[src/sv/isrt_pkg.sv]
package isrt_pkg;

   localparam int CAPACITY = 32;
   localparam int DATA_W   = 32;

   // what a cell shows to its neighbors
   typedef struct packed {
      logic [DATA_W-1:0] value;
      logic              valid;
      logic              gt;
   } cell_link_type;

   // broadcast from the top level to every cell
   typedef struct packed {
      logic              ins;
      logic              drain;
      logic [DATA_W-1:0] value;
   } cell_ctrl_type;

endpackage

[src/sv/isrt_cell.sv]
module isrt_cell (
   input  logic                   clock,
   input  logic                   reset,
   input  isrt_pkg::cell_ctrl_type ctrl,
   input  isrt_pkg::cell_link_type left_link,
   input  isrt_pkg::cell_link_type right_link,
   output isrt_pkg::cell_link_type own_link
);
   import isrt_pkg::*;

   logic [DATA_W-1:0] value_ff;
   logic [DATA_W-1:0] value_in;
   logic              valid_ff;
   logic              valid_in;
   logic              gt;

   // an empty cell counts as greater, so the insert point is the first such cell
   assign gt = !valid_ff || ($signed(value_ff) > $signed(ctrl.value));

   always_comb begin
      value_in = value_ff;
      valid_in = valid_ff;
      priority if (ctrl.drain) begin
         value_in = right_link.value;
         valid_in = right_link.valid;
      end else if (ctrl.ins && gt) begin
         if (left_link.gt) begin
            // shift up by one to make room below
            value_in = left_link.value;
            valid_in = left_link.valid;
         end else begin
            value_in = ctrl.value;
            valid_in = 1'b1;
         end
      end else begin
         value_in = value_ff;
         valid_in = valid_ff;
      end
   end

   always_ff @(posedge clock) begin
      value_ff <= value_in;
      if (reset) begin
         valid_ff <= 1'b0;
      end else begin
         valid_ff <= valid_in;
      end
   end

   assign own_link.value = value_ff;
   assign own_link.valid = valid_ff;
   assign own_link.gt    = gt;

endmodule

[src/sv/insertion_sorter.sv]
// channel   direction  handshake          payload
// req       in         start & !busy      req_value, req_end_of_set
// rsp       out        rsp_valid strobe   rsp_sorted_value, rsp_final_res, rsp_overflowed
//
// an item without end of set is stored as it is taken: all cells compare in parallel
// and shift on the same edge, so start may stay high back to back
// an item with end of set is inserted, then busy rises and the chain shifts down
// one cell a cycle, one result a cycle from cell 0, until the last stored value is out
// reset empties every cell and clears the drop flag at once
// the receiver cannot stall: each result shows for exactly one cycle
module insertion_sorter (
   input  logic                          clock,
   input  logic                          reset,
   input  logic                          start,
   output logic                          busy,
   input  logic signed [isrt_pkg::DATA_W-1:0] req_value,
   input  logic                          req_end_of_set,
   output logic                          rsp_valid,
   output logic signed [isrt_pkg::DATA_W-1:0] rsp_sorted_value,
   output logic                          rsp_final_res,
   output logic                          rsp_overflowed
);
   import isrt_pkg::*;

   localparam logic ST_IDLE  = 1'b0;
   localparam logic ST_DRAIN = 1'b1;

   logic          state_ff;
   logic          state_in;
   logic          drop_ff;
   logic          drop_in;
   logic          accept;
   logic          full;
   cell_ctrl_type ctrl;
   cell_link_type link [CAPACITY];
   cell_link_type edge_link;

   assign accept    = start && (state_ff == ST_IDLE);
   assign full      = link[CAPACITY-1].valid;
   assign edge_link = '0;

   assign ctrl.ins   = accept && !full;
   assign ctrl.drain = (state_ff == ST_DRAIN);
   assign ctrl.value = req_value;

   for (genvar i = 0; i < CAPACITY; i++) begin : g_cell
      cell_link_type left_link;
      cell_link_type right_link;
      if (i == 0) begin : g_first
         assign left_link = edge_link;
      end else begin : g_mid_l
         assign left_link = link[i-1];
      end
      if (i == CAPACITY - 1) begin : g_last
         assign right_link = edge_link;
      end else begin : g_mid_r
         assign right_link = link[i+1];
      end
      isrt_cell u_cell (
         .clock      (clock),
         .reset      (reset),
         .ctrl       (ctrl),
         .left_link  (left_link),
         .right_link (right_link),
         .own_link   (link[i])
      );
   end

   assign rsp_valid        = (state_ff == ST_DRAIN) && link[0].valid;
   assign rsp_sorted_value = $signed(link[0].value);
   assign rsp_final_res    = !link[1].valid;
   assign rsp_overflowed   = drop_ff;
   assign busy             = (state_ff == ST_DRAIN);

   always_comb begin
      state_in = state_ff;
      unique case (state_ff)
         ST_IDLE: begin
            if (accept && req_end_of_set) begin
               state_in = ST_DRAIN;
            end
         end
         ST_DRAIN: begin
            if (!(link[0].valid && link[1].valid)) begin
               state_in = ST_IDLE;
            end
         end
         default: state_in = ST_IDLE;
      endcase
   end

   always_comb begin
      drop_in = drop_ff;
      priority if (accept && full) begin
         drop_in = 1'b1;
      end else if (rsp_valid && rsp_final_res) begin
         drop_in = 1'b0;
      end else begin
         drop_in = drop_ff;
      end
   end

   always_ff @(posedge clock) begin
      if (reset) begin
         state_ff <= ST_IDLE;
         drop_ff  <= 1'b0;
      end else begin
         state_ff <= state_in;
         drop_ff  <= drop_in;
      end
   end

endmodule

[config.mk]
export PLATFORM = sky130hd
export DESIGN_NAME = insertion_sorter
export DESIGN_NICKNAME = d
export VERILOG_FILES = /design/src/sv/isrt_pkg.sv /design/src/sv/isrt_cell.sv /design/src/sv/insertion_sorter.sv
export SDC_FILE = /design/constraint.sdc
export NUM_CORES = 2
export LEC_CHECK = 0
export BUFFER_PORTS_ARGS = -buffer_cell sky130_fd_sc_hd__buf_2
export CORE_MARGIN = 10
export CORE_UTILIZATION = 55
export DETAILED_ROUTE_END_ITERATION = 12
export GPL_TIMING_DRIVEN = 0
export PLACE_DENSITY = 0.71
export SLEW_MARGIN = 20
export SYNTH_ARGS = -nofsm -noshare
export SYNTH_HDL_FRONTEND = slang
export SYNTH_SLANG_ARGS = --single-unit
[constraint.sdc]
create_clock -name clock -period 7.9 [get_ports clock]
set_input_delay 1.58 -clock clock [delete_from_list [all_inputs] [get_ports clock]]
set_output_delay 1.58 -clock clock [all_outputs]
set_load 0.005 [all_outputs]
### After elaboration in Yosys (flattened, before gate mapping)

Index checks and enable logic that the tools add are counted.

| operators by class | value |
|---|---|
| muxes and demuxes | 191 |
| bitwise logic cells | 1 |
| reduce and logical (&&, ||, !) cells | 136 |
| $lt $le $gt $ge | 32 |

Operators by type and width:

| cell | number |
|---|---|
| 32-bit 2-to-1 mux | 93 |
| 32-bit > comparator | 32 |
| 1-bit 2-to-1 mux | 97 |
| 2-bit nonzero test | 32 |
| 1-bit logical AND | 39 |
| 1-bit logical NOT | 32 |
| 1-bit logical OR | 32 |
| 1-bit one-hot mux with 2 select lines | 1 |
| 2-bit OR reduction | 1 |
| 1-bit inverter | 1 |

| storage, ports and cells | value |
|---|---|
| output and inout bits | 36 |
| register bits | 1,058 |

### Longest topological paths before layout

| logic depth | value |
|---|---|
| depth in word-level cells | 6 |
| gate-level depth with buffers | 12 |
| depth with buffers taken out | 10 |

### By module

A second synthesis with hierarchy kept.

| second synthesis, totals | value |
|---|---|
| cells, all modules | 8,492 |
| area, all modules | 80,624.8 sq um |

By module, submodules not included:

| module | times used | seq. area each (sq um) | cells an instance | area an instance (sq um) |
|---|---|---|---|---|
| isrt_cell | 32 | 980.9 | 265 | 2,516.2 |
| insertion_sorter | 1 | 40.0 | 12 | 107.6 |

### Worst setup path before layout

OpenSTA, ideal clock, no wires.

| timing | value |
|---|---|
| path kind | input to register |
| from | input port req_value[31] (netlist bit) |
| to | register g_cell[21].u_cell.value_ff[0] (enable) |
| required time | 7.434 ns |
| stages on the path | 9 |
| arrival time | 6.051 ns |
| setup slack | 1.384 ns |
| path through | inv_1 -> ha_1 -> nand4_1 -> or4_1 -> a21oi_1 -> nor2_1 -> clkbuf_1 -> clkbuf_1 -> o21ai_0 |

| on the way | value |
|---|---|
| word-level cells in the longest chain between the ends | 4 |

Ends and longest elaborated chain:

| element | RTL line | source |
|---|---|---|
| start, declared | insertion_sorter.sv:16 | `input logic signed [isrt_pkg::DATA_W-1:0] req_value,` |
| 32-bit > comparator | isrt_cell.sv:18 | `assign gt = !valid_ff \|\| ($signed(value_ff) > $signed(ctrl.value));` |
| 1-bit logical OR | isrt_cell.sv:18 |  |
| 1-bit logical AND | isrt_cell.sv:26 | `end else if (ctrl.ins && gt) begin` |
| 2-bit nonzero test (no line) | n/a |  |
| end signal, assigned | isrt_cell.sv:42 | `value_ff <= value_in;` |
| end, declared | isrt_cell.sv:11 | `logic [DATA_W-1:0] value_ff;` |

No other way between the ends.
A chain may end at the register's enable or synchronous reset.

### Worst setup path after layout

| timing | value |
|---|---|
| from | register state_ff, in the netlist busy |
| to | output port rsp_valid |

| on the way | value |
|---|---|
| word-level cells in the longest chain between the ends | 1 |

Ends and longest elaborated chain:

| element | RTL line | source |
|---|---|---|
| start, declared | insertion_sorter.sv:28 | `logic state_ff;` |
| start signal, assigned | insertion_sorter.sv:108 | `state_ff <= state_in;` |
| 1-bit logical AND | insertion_sorter.sv:69 | `assign rsp_valid = (state_ff == ST_DRAIN) && link[0].valid;` |
| end, declared | insertion_sorter.sv:18 | `output logic rsp_valid,` |

No other way between the ends.

==> results by group <==
Clock tree
  • Cts-stage hold buffer count: 0
  • CTS tree: yes
  • TritonCTS Buffers: 121
  • H-Tree Depth: 3
  • Clk_lat worst skew: 0.79 ns
  • Post-CTS setup buffers: 0
  • Clock tree sinks: 1,058
  • Post-CTS sizing: 0
  • Clock tree buffer depth: 3
  • CTS Root Cell: clkbuf_16
  • Clk pin slew, worst setup/hold paths: 0.07 ns

STA
  • Relative slew slack: 5.15%
  • Minimum clock period: 6.29 ns
  • Fin. Hold Viols: 0
  • Period utilisation layout: 79.6%
  • Worst Setup Slack, final: 1.61 ns
  • Max-slew violations: 0
  • Min Hold Slack: 0.503 ns
  • Fmax: 159 MHz
  • # setup viols final: 0
  • RSZ-0062 raised after global routing: false
  • Actual slew at the worst max-slew pin: 1.42 ns
  • Final Skew: 0.0468 ns

Hold path
  • Hold Path Origin: g_cell[31].u_cell.value_ff[26]
  • Worst Hold End: g_cell[31].u_cell.value_ff[26]
  • Hold Crit Depth: 2
  • HP Class: flop to flop

Power
  • Seq pwr share: 41.1%
  • Pwr dens: 274 mW/mm2
  • Worst VDD drop: 0.214 mV
  • Total Power: 0.0239 W
  • Logic gate share of total power: 33.2%
  • Leakage Power: 34.1 nW
  • Internal Pwr Total: 0.0145 W
  • Clock power share: 25.7%
  • Sw Share: 39.3%
  • NetSw: 0.00939 W

Worst setup path
  • WS Path Type: flop to output pin
  • R2R Path Start: busy
  • Critical Path RT: 6.32 ns
  • Worst setup SP type: flop
  • R2R Setup Slk: 2.46 ns
  • Crit path arrival time: 4.71 ns
  • Max FO, Critical Path: 10
  • Path depth of the worst reg2reg path: 7
  • Endpoint type of the worst setup path: output pin
  • FF-to-FF End: g_cell[12].u_cell.value_ff[17]

Die
  • Starting Density: 55.2%
  • IO Count: 72
  • Die W: 397 um
  • FP Rows: 138
  • Die height: 397 um
  • DIE AREA: 0.157 mm2
  • Placeable Area: 0.141 mm2

Detailed routing
  • Initial DRC Count: 13.6k
  • Via density: 7.87
  • First-pass iteration count of the detailed router: 7
  • Antenna Nets Post-Route: 0
  • Vias: 77.4k
  • Drt wl/cell: 40.9 um
  • Wirelength, routed: 403 mm
  • Drt drc: 0

Placed design
  • RD Place Congestion: 1.04
  • Post-DP HPWL: 303 mm
  • Buffers on Ports: 70
  • Placed inst area: 0.0830 mm2
  • Post-Place Setup Slack: 1.69 ns

GRT
  • Grt ovf: 0
  • Largest net degree at the start of global routing: 33
  • Vias in the first global route: 71.1k
  • First-pass GRT wire length: 549 mm
  • Initial antenna violation count: 43
  • GRT Util Overall: 48.9%

Yosys
  • Async set-reset flop share out of synthesis: 0%
  • Ys Warns: 0
  • Netlist cell types: 68
  • Register area share after synthesis: 39.9%
  • EDFF count, synth: 992
  • Top cell type's share of synthesized area: 38.2%
  • Synthesis-stage register bit count: 1,058
  • Syn Area/Cell: 10.4 um2
  • Synth Flop Type: edfxtp_1
  • Top post-synthesis cells by area: edfxtp_1 (38%), ha_1 (16%), a221o_1 (9.6%), nor3b_1 (6.9%), a21oi_1 (3.9%)
  • Gate count of the mapped netlist: 7,534
  • Mapped Nets: 8,562
  • Area leader, netlist: edfxtp_1
  • Post-Syn Area: 0.0780 mm2

Status
  • Status: complete, no violations

Finish
  • Area Growth Syn to Fin: 11.8%
  • Leading cell types in the layout, fill and taps excluded: ha_1 (992), edfxtp_1 (992), a221o_1 (752), nor3b_1 (713), a21oi_1 (610)
  • Share of cells above drive strength 1: 8.57%
  • Fin area: 0.0873 mm2
  • Fin nets: 8,836

Flow run
  • # Max-Cap Violations: 0
[state kept, by name (all words and copies together) (netlist names)]
name / flops
rsp_overflowed: 1
g_cell.u_cell.value_ff: 1024
g_cell.u_cell.valid_ff: 32
busy: 1
[per-layer routing]
metal	share of wire [%]	wire length (um)	vias to the layer above	track usage [%]
met2	39	157000	7556	66.3
met4	9.2	36900	38	36.4
met1	35	141000	37070	60.8
met5	0.12	493	-	0.646
met3	17	68200	1788	21.6
li1	-	-	30939	-
[cell families (layout without fill, tap and decap cells)]
kind of cell	count (synthesis)	in the layout	synth area share, %
buf+inv	917	1296	4.97
compound gates	2259	2259	22.1
mux	96	96	1.23
flops	1058	1058	39.9
other cells	0	31	0
fa+ha+maj	992	992	15.9
simple gates	2212	2212	16.0
[cell type report]
cell class / instances / area (um2)
antenna: 31 / 77.6
sequential: 1058 / 31100
clock buffer: 149 / 3220
inverter: 271 / 1090
tap: 1890 / 2360
fill: 11807 / 54000
clock inverter: 79 / 938
multi-input combinational: 5559 / 43300
timing repair buffer: 151 / 2180
buffer: 646 / 2940
[metrics by stage]
step           instances  util [%]  TNS, ns
4_1_cts             9803      61.7        0
2_1_floorplan       7534         -        0
3_5_place_dp        9575      58.8        0
5_1_grt             9805      61.7        0
3_3_place_gp        9494      57.2  -920.41
6_report            9834      61.8        0
[cells in the mapped netlist (24+ instances only)]
cell and instances:
dfxtp_1 66, nor4_1 24, edfxtp_1 992, o31ai_1 37, nand3_1 84, nor3b_1 713
a21oi_1 610, mux2i_1 96, a221o_1 752, a21o_1 68, a311oi_1 131, nor2b_1 50
ha_1 992, a211oi_1 254, nor2_1 501, o21ai_0 145, clkbuf_1 430, nand2_1 291
buf_4 25, buf_2 157, nand4_1 222, o21ai_1 41, o211ai_1 50, nor3_1 239
inv_1 271
[critical path, stage by stage, from the launching register on]
cell	delay, ns
dfxtp_1	0.64
clkbuf_1	0.66
clkbuf_2	0.65
clkbuf_1	0.46
clkbuf_1	0.86
nand2_1	0.39
inv_1	0.12
buf_2	0.13
[how the worst max path moves through the flow]
stage             startpoint                       endpoint  slack (ns)  cells past startpoint
6_report                busy                      rsp_valid        1.61                      7
5_1_grt                 busy                      rsp_valid        1.84                      7
4_1_cts                 busy                      rsp_valid        1.86                      7
3_5_place_dp   req_value[14]  g_cell[3].u_cell.value_ff[31]        1.69                     14
3_3_place_gp   req_value[10]  g_cell[21].u_cell.value_ff[6]       -2.36                     11
2_1_floorplan  req_value[31]  g_cell[21].u_cell.value_ff[0]        1.38                      9
[power groups by stage]
stage,logic (W),clock network (W),registers (W)
2_1_floorplan,0.00511,0,0.00861
3_3_place_gp,0.00696,0,0.00975
3_5_place_dp,0.00747,0,0.00970
4_1_cts,0.00753,0.00605,0.00959
5_1_grt,0.00846,0.00626,0.00972
6_report,0.00791,0.00614,0.00981
(Power assumes the default switching activity.)
